<file path="config.mk">
export PLATFORM = sky130hd
export DESIGN_NAME = aopf_ram
export DESIGN_NICKNAME = d
export VERILOG_FILES = /design/src/design/assert_macros.svh /design/src/design/aopf_ram.sv
export SDC_FILE = /design/constraint.sdc
export NUM_CORES = 1
export LEC_CHECK = 0
export ABC_AREA = 1
export BUFFER_PORTS_ARGS = -buffer_cell sky130_fd_sc_hd__buf_4
export CAP_MARGIN = 10
export CORE_UTILIZATION = 30
export DETAILED_ROUTE_END_ITERATION = 6
export PLACE_DENSITY = 0.41
export SLEW_MARGIN = 40
export SYNTH_ARGS = -nofsm -noshare
export SYNTH_HDL_FRONTEND = slang
export SYNTH_SLANG_ARGS = --single-unit
</file>
<file path="constraint.sdc">
create_clock -name clk -period 2.3 [get_ports clk]
set_clock_uncertainty 0.1 [all_clocks]
set_input_delay 0.46 -clock clk [delete_from_list [all_inputs] [get_ports clk]]
set_output_delay 0.46 -clock clk [all_outputs]
set_load 0.03 [all_outputs]
</file>
<file path="src/design/assert_macros.svh">
// Assertion macros shared by the overlap pair finder RTL.
`ifndef ASSERT_MACROS_SVH
`define ASSERT_MACROS_SVH

// Plain property, checked on every rising clock edge outside reset.
`define AOPF_ASSERT(label, prop, msg) \
    label: assert property (@(posedge clk) disable iff (!rst_n) (prop)) \
        else $error(msg);

// Same-cycle implication.
`define AOPF_ASSERT_IMPLY(label, pre, post, msg) \
    label: assert property (@(posedge clk) disable iff (!rst_n) (pre) |-> (post)) \
        else $error(msg);

// Next-cycle implication.
`define AOPF_ASSERT_NEXT(label, pre, post, msg) \
    label: assert property (@(posedge clk) disable iff (!rst_n) (pre) |=> (post)) \
        else $error(msg);

`endif

</file>
<file path="src/design/aopf_ram.sv">
// Generic simple dual-port RAM: one write port, one registered read port.
`default_nettype none

module aopf_ram #(
    parameter int WIDTH = 8,
    parameter int DEPTH = 64
) (
    input  wire logic                     clk,
    input  wire logic                     wr_en,
    input  wire logic [$clog2(DEPTH)-1:0] wr_addr,
    input  wire logic [WIDTH-1:0]         wr_data,
    input  wire logic                     rd_en,
    input  wire logic [$clog2(DEPTH)-1:0] rd_addr,
    output logic      [WIDTH-1:0]         rd_data
);

    logic [WIDTH-1:0] mem [DEPTH];

    always_ff @(posedge clk)
    begin
        if (wr_en)
        begin
            mem[wr_addr] <= wr_data;
        end
        // read data holds while rd_en is low
        if (rd_en)
        begin
            rd_data <= mem[rd_addr];
        end
    end

endmodule

`default_nettype wire

</file>
==> key figures, run 1 <==
Run status
  – Status: finished, final reports clean

Synth
  – Syn_nets: 1828
  – Seq/Total Area, Yosys: 72.9%
  – Number of distinct library cells after synthesis: 15
  – Yosys top cell area share: 72.9%
  – Syn Std Cell Area: 21400 sq um
  – Mapped Cells: 1805
  – Number of synthesized register bits: 520
  – Synth Area per Inst: 11.9 sq um
  – Synth area leaders: edfxtp_1 (73%), nand2_1 (11%), nand3_1 (10%)
  – Cell taking the most area after synthesis: edfxtp_1
  – Synthesis Warnings: 0

Floorplan
  – Die Span Y: 269 um
  – Row count: 97
  – Die area: 72500 sq um
  – Initial Util: 30.4%
  – Ports: 31
  – CORE AREA: 70400 sq um
  – Die W: 269 um

Worst setup path
  – Crit path launch type: register
  – Worst Path Required: 1.74 ns
  – Critical path, cell by cell: buf_4
  – CP Max Fanout: 1
  – FF-to-FF path depth: 8
  – CP top delay family: flip-flops
  – Reg-to-reg critical path endpoint: rd_data[1]
  – Crit Path Category: reg2out
  – CP Depth: 1
  – Arr. time, crit path: 1.43 ns
  – CP bufs+invs: 1
  – Crit. Startpoint: rd_data[0]
  – Crit-path max cell delay: 0.55 ns
  – Crit path to: rd_data[0]
  – CP max-delay cell: edfxtp_1
  – Minimum setup slack among reg-to-reg paths: 0.64 ns
  – R2R Path Start: mem[7][1]
  – Critical Path End Type: primary output

Timing
  – Fmax: 0.502 GHz
  – Final setup vio count: 0
  – Min Tclk post-route: 1.99 ns
  – Final Max Tran Viols: 0
  – Headroom to the max-slew limit: 66.3%
  – Unrepaired setup endpoints after global routing: no
  – Final Cycle Share: 86.6%
  – Worst slew pin tran: 0.506 ns
  – Final hold violation count: 0
  – PnR worst setup slack: 0.309 ns

CTS
  – Clock root buffer: clkbuf_16
  – Hold-fix buffers, CTS: 0
  – Postcts setup bufs: 0
  – Longest Clk Path Bufs: 3
  – H-tree levels: 2
  – Clk_lat worst skew: 0.63 ns
  – Sink Count: 520
  – # resized after CTS: 0
  – CTS tree: yes
  – Reg clk slew, reported paths: 0.06 ns
  – TritonCTS Buffers: 58

Global routing
  – Remaining global-route overflow: 0
  – Vias in the first global route: 13.7k
  – Total GRT Usage: 17.3%
  – Largest net degree at the start of global routing: 95
  – Initial antenna violation count: 0
  – First-pass GRT wire length: 93.7 mm

Finish
  – Non-Filler Instances: 2919
  – Area grow syn2layout: 18.1%
  – Fin nets: 1955
  – Final Util: 35.9%
  – Fillers: 6994
  – Ratio of cells with drive above 1 in the final layout: 13.2%
  – Number of antenna diodes: 0

Pwr
  – Static leakage: 0.00917 uW
  – Max VDD drop: 0.000499 V
  – Cell Pwr Density: 829 nW/um^2

Detailed routing
  – Final antenna-violating net count: 0
  – Post-DR vias/cell: 4.72
  – # DRC: 0
  – Router iterations before antenna repair: 5
  – Drt wl/cell: 21.5 um
  – Via Count: 13.8k
  – 1st-iter DRT viols: 1081
  – Total wire length: 62.7 mm

Min path
  – HP Class: in2reg

Job
  – Max_cap viols: 0

Place
  – HPWL Detailed: 39.1 mm
  – PortBufs: 30
  – Cells after DPL: 2812
  – Final GP Congestion: 0.801
  – Worst slack, placed: -0.0790 ns
## worst register-to-register path, cell delays in order (launching register included)
cell and delay (ns):
edfxtp_1 0.37, nand2_1 0.08, nand3_1 0.08, nand3_1 0.15, nand2_1 0.10, nand2_1 0.07, nand3_1 0.14, nand3_1 0.23
nand2_1 0.09
## layout by cell type (no fill, tap or decap)
cell / netlist / final
edfxtp_1: 520 / 520
inv_4: 0 / 1
inv_6: 1 / 2
clkbuf_16: 0 / 59
clkinv_2: 0 / 9
nand4_1: 9 / 9
inv_8: 0 / 1
nor2_1: 56 / 56
inv_1: 10 / 9
clkinvlp_4: 0 / 3
inv_16: 0 / 1
nand2_1: 648 / 648
buf_4: 14 / 152
nand3_1: 439 / 439
nor4_1: 8 / 8
bufinv_16: 0 / 4
buf_12: 0 / 27
clkbuf_1: 15 / 18
clkinv_1: 0 / 11
inv_2: 1 / 1
clkbuf_8: 0 / 1
## per-layer routing
layer	part of all wire, %	vias up	global-route usage (%)
met3	4.5	82	2.95
met1	48	6804	25.3
met4	2.0	0	4.36
met2	45	269	26.6
met5	0	-	0
li1	-	6616	-
## registers in the layout (all words and copies together), names as in the netlist
| register | cells |
|---|---|
| mem | 512 |
| rd_data | 8 |
## Yosys cell counts, drive strengths merged
cell type,instances
buf,98
clkbuf,15
edfxtp,520
inv,12
nand2,648
nand3,439
nand4,9
nor2,56
nor4,8
## how the worst min path moves through the flow
| stage | startpoint | to | depth (start not counted) |
|---|---|---|---|
| floorplan | wr_data[0] | mem[0][0] | 0 |
| global placement | rd_en | rd_data[3] | 1 |
| detailed placement | rd_en | rd_data[3] | 1 |
| CTS | rd_en | rd_data[0] | 1 |
| global route | rd_en | rd_data[0] | 1 |
| finish | rd_en | rd_data[4] | 1 |
## logic make-up (layout without fill, tap and decap cells)
kind of cell	count (synthesis)	after routing	synth area share [%]
AND/OR/NAND/NOR	1160	1160	23.1
flip-flops	520	520	72.9
buffers and inverters	125	299	4.01
## cell type report
type,count,area [sq um],area share [%]
Clock buffer,77,1540,6.10
Clock inverter,30,267,1.05
Inverter,12,55.1,0.218
Multi-Input combinational cell,1160,4950,19.6
Sequential cell,520,15600,61.7
Tap cell,940,1180,4.65
Timing Repair Buffer,180,1700,6.70
## report_power, final
part	switching (uW)	internal (uW)
Sequential	37.8	10500
Clock	3840	5160
Combinational	1020	419
## metrics by stage
stage	power [uW]	hold slack [ns]	setup TNS, ns	area [sq um]
2_1_floorplan	11500	0.459	-1.67	21400
3_3_place_gp	12200	0.738	-0.291	23500
3_5_place_dp	12200	0.740	-0.241	23500
4_1_cts	21200	0.0624	0	25300
5_1_grt	21700	0.0785	0	25300
6_report	21000	0.119	0	25300
No activity file was read; power rests on OpenSTA's default activity.
==> run 2: changes to the inputs <==
CORE_UTILIZATION = 35   (was 30)
PLACE_DENSITY = 0.47   (was 0.41)
SKIP_LAST_GASP = 1   (was unset)
==> key figures, run 2 (synthesis gave the netlist of run 1 again) <==
Finish
  – Max reg flops: 512
  – Fin nets: 1935
  – Area grow syn2layout: 16.7%
  – Design Area, Final: 25000 sq um
  – Ratio of cells with drive above 1 in the final layout: 12.2%
  – Most flops, register: mem
  – Commonest non-fill, non-tap cell in the layout: nand2_1
  – Commonest non-fill, non-tap cells in the layout: nand2_1 (648), edfxtp_1 (520), nand3_1 (439)
  – Largest regs: mem (512), rd_data (8)
  – Number of antenna diodes: 0

Timing
  – Final Cycle Share: 85.8%
  – Worst slew pin tran: 0.648 ns
  – Min Tclk post-route: 1.97 ns
  – Unrepaired setup endpoints after global routing: no
  – Fmax: 0.507 GHz
  – Final Max Tran Viols: 0
  – Final setup vio count: 0
  – Headroom to the max-slew limit: 56.8%
  – WHS: 0.108 ns
  – PnR worst setup slack: 0.326 ns
  – Final hold violation count: 0

Worst setup path
  – Crit path launch type: input pin
  – Arr. time, crit path: 2.35 ns
  – CP Max Fanout: 94
  – Minimum setup slack among reg-to-reg paths: 0.71 ns
  – Crit Path Category: in2reg
  – Worst Path Required: 2.68 ns
  – Critical Path End Type: register

CTS
  – Hold-fix buffers, CTS: 0
  – CTS tree: yes
  – H-tree levels: 2
  – Postcts setup bufs: 0
  – # resized after CTS: 0
  – Sink Count: 520
  – Reg clk slew, reported paths: 0.06 ns
  – Longest Clk Path Bufs: 3
  – Clk_lat worst skew: 0.61 ns
  – TritonCTS Buffers: 57
  – Clock root buffer: clkbuf_16

Floorplan
  – Ports: 31
  – Die Span Y: 249 um
  – CORE AREA: 60400 sq um
  – Die area: 62200 sq um
  – Initial Util: 35.5%
  – Row count: 90
  – Die W: 249 um

Global routing
  – First-pass GRT wire length: 89.2 mm
  – Remaining global-route overflow: 0
  – Largest net degree at the start of global routing: 95
  – Total GRT Usage: 19.2%
  – Vias in the first global route: 13.7k
  – Initial antenna violation count: 2

Min path
  – HP Class: in2reg

Pwr
  – Max VDD drop: 0.000535 V
  – Cell Pwr Density: 842 nW/um^2
  – Static leakage: 0.00910 uW

Detailed routing
  – Router iterations before antenna repair: 5
  – Total wire length: 59.6 mm
  – Post-DR vias/cell: 5.09
  – Drt wl/cell: 21.8 um
  – Via Count: 13.9k
  – 1st-iter DRT viols: 1227
  – Final antenna-violating net count: 0
  – # DRC: 0

Place
  – HPWL Detailed: 36.2 mm
  – Final GP Congestion: 0.836
  – Worst slack, placed: -0.238 ns
  – PortBufs: 30
  – Placed cell area: 23100 sq um

Job
  – Max_cap viols: 0

Run status
  – Status: finished, final reports clean
-- run 2: cell count changes in the layout (fill, tap and decap cells not counted), sizes merged --
| cell | before | now |
|---|---|---|
| bufinv | 4 | 7 |
| buf | 179 | 160 |
| clkinv | 20 | 21 |
| inv | 15 | 13 |
| clkbuf | 78 | 75 |
| clkinvlp | 3 | 0 |
-- run 2: path summary, 6_finish.rpt --
path / startpoint / end / depth (start not counted)
setup / recovery: rd_addr[0] / rd_data[6] / 11
hold / removal: rd_en / rd_data[1] / 1
setup reg to reg: mem[27][4] / rd_data[4] / 8
hold reg to reg: mem[47][4] / rd_data[4] / 8
-- run 2: critical path: stages --
cell      delay (ns)
clkbuf_8        0.16
buf_12          0.37
buf_4           0.37
nand2_1         0.08
nand3_1         0.08
nand3_1         0.13
nand2_1         0.13
nand2_1         0.06
nand3_1         0.15
nand3_1         0.15
nand2_1         0.10
-- run 2: power by group --
part | total (uW) | leakage (uW) | switching [uW] | internal, uW
Sequential | 10500 | 0.00469 | 33.9 | 10500
Clock | 9100 | 0.000898 | 3670 | 5430
Combinational | 1400 | 0.00351 | 999 | 403
Total | 21000 | 0.00910 | 4700 | 16300
-- run 2: final cells by class --
class	count	area, sq um
clock buffer	74	1530
clock inverter	29	307
fill	5727	35400
inverter	12	55.1
multi-input combinational	1160	4950
sequential	520	15600
tap	782	978
timing repair buffer	161	1550
-- run 2: routing by layer --
metal	track usage [%]	vias to the layer above	wire, um
met5	0	-	28
met4	5.04	4	1370
met3	4.26	97	3730
met2	30.4	357	27500
met1	26.8	6895	27100
li1	-	6577	-
-- run 2: metrics by stage --
stage	std cells	utilization, %	power (uW)	setup TNS, ns
floorplan	1805	-	11500	-1.67
global placement	2635	38.3	12200	-1.21
detailed placement	2635	38.3	12200	-1.10
CTS	2738	41.4	21300	0
global route	2738	41.4	21700	0
finish	2738	41.4	21000	0
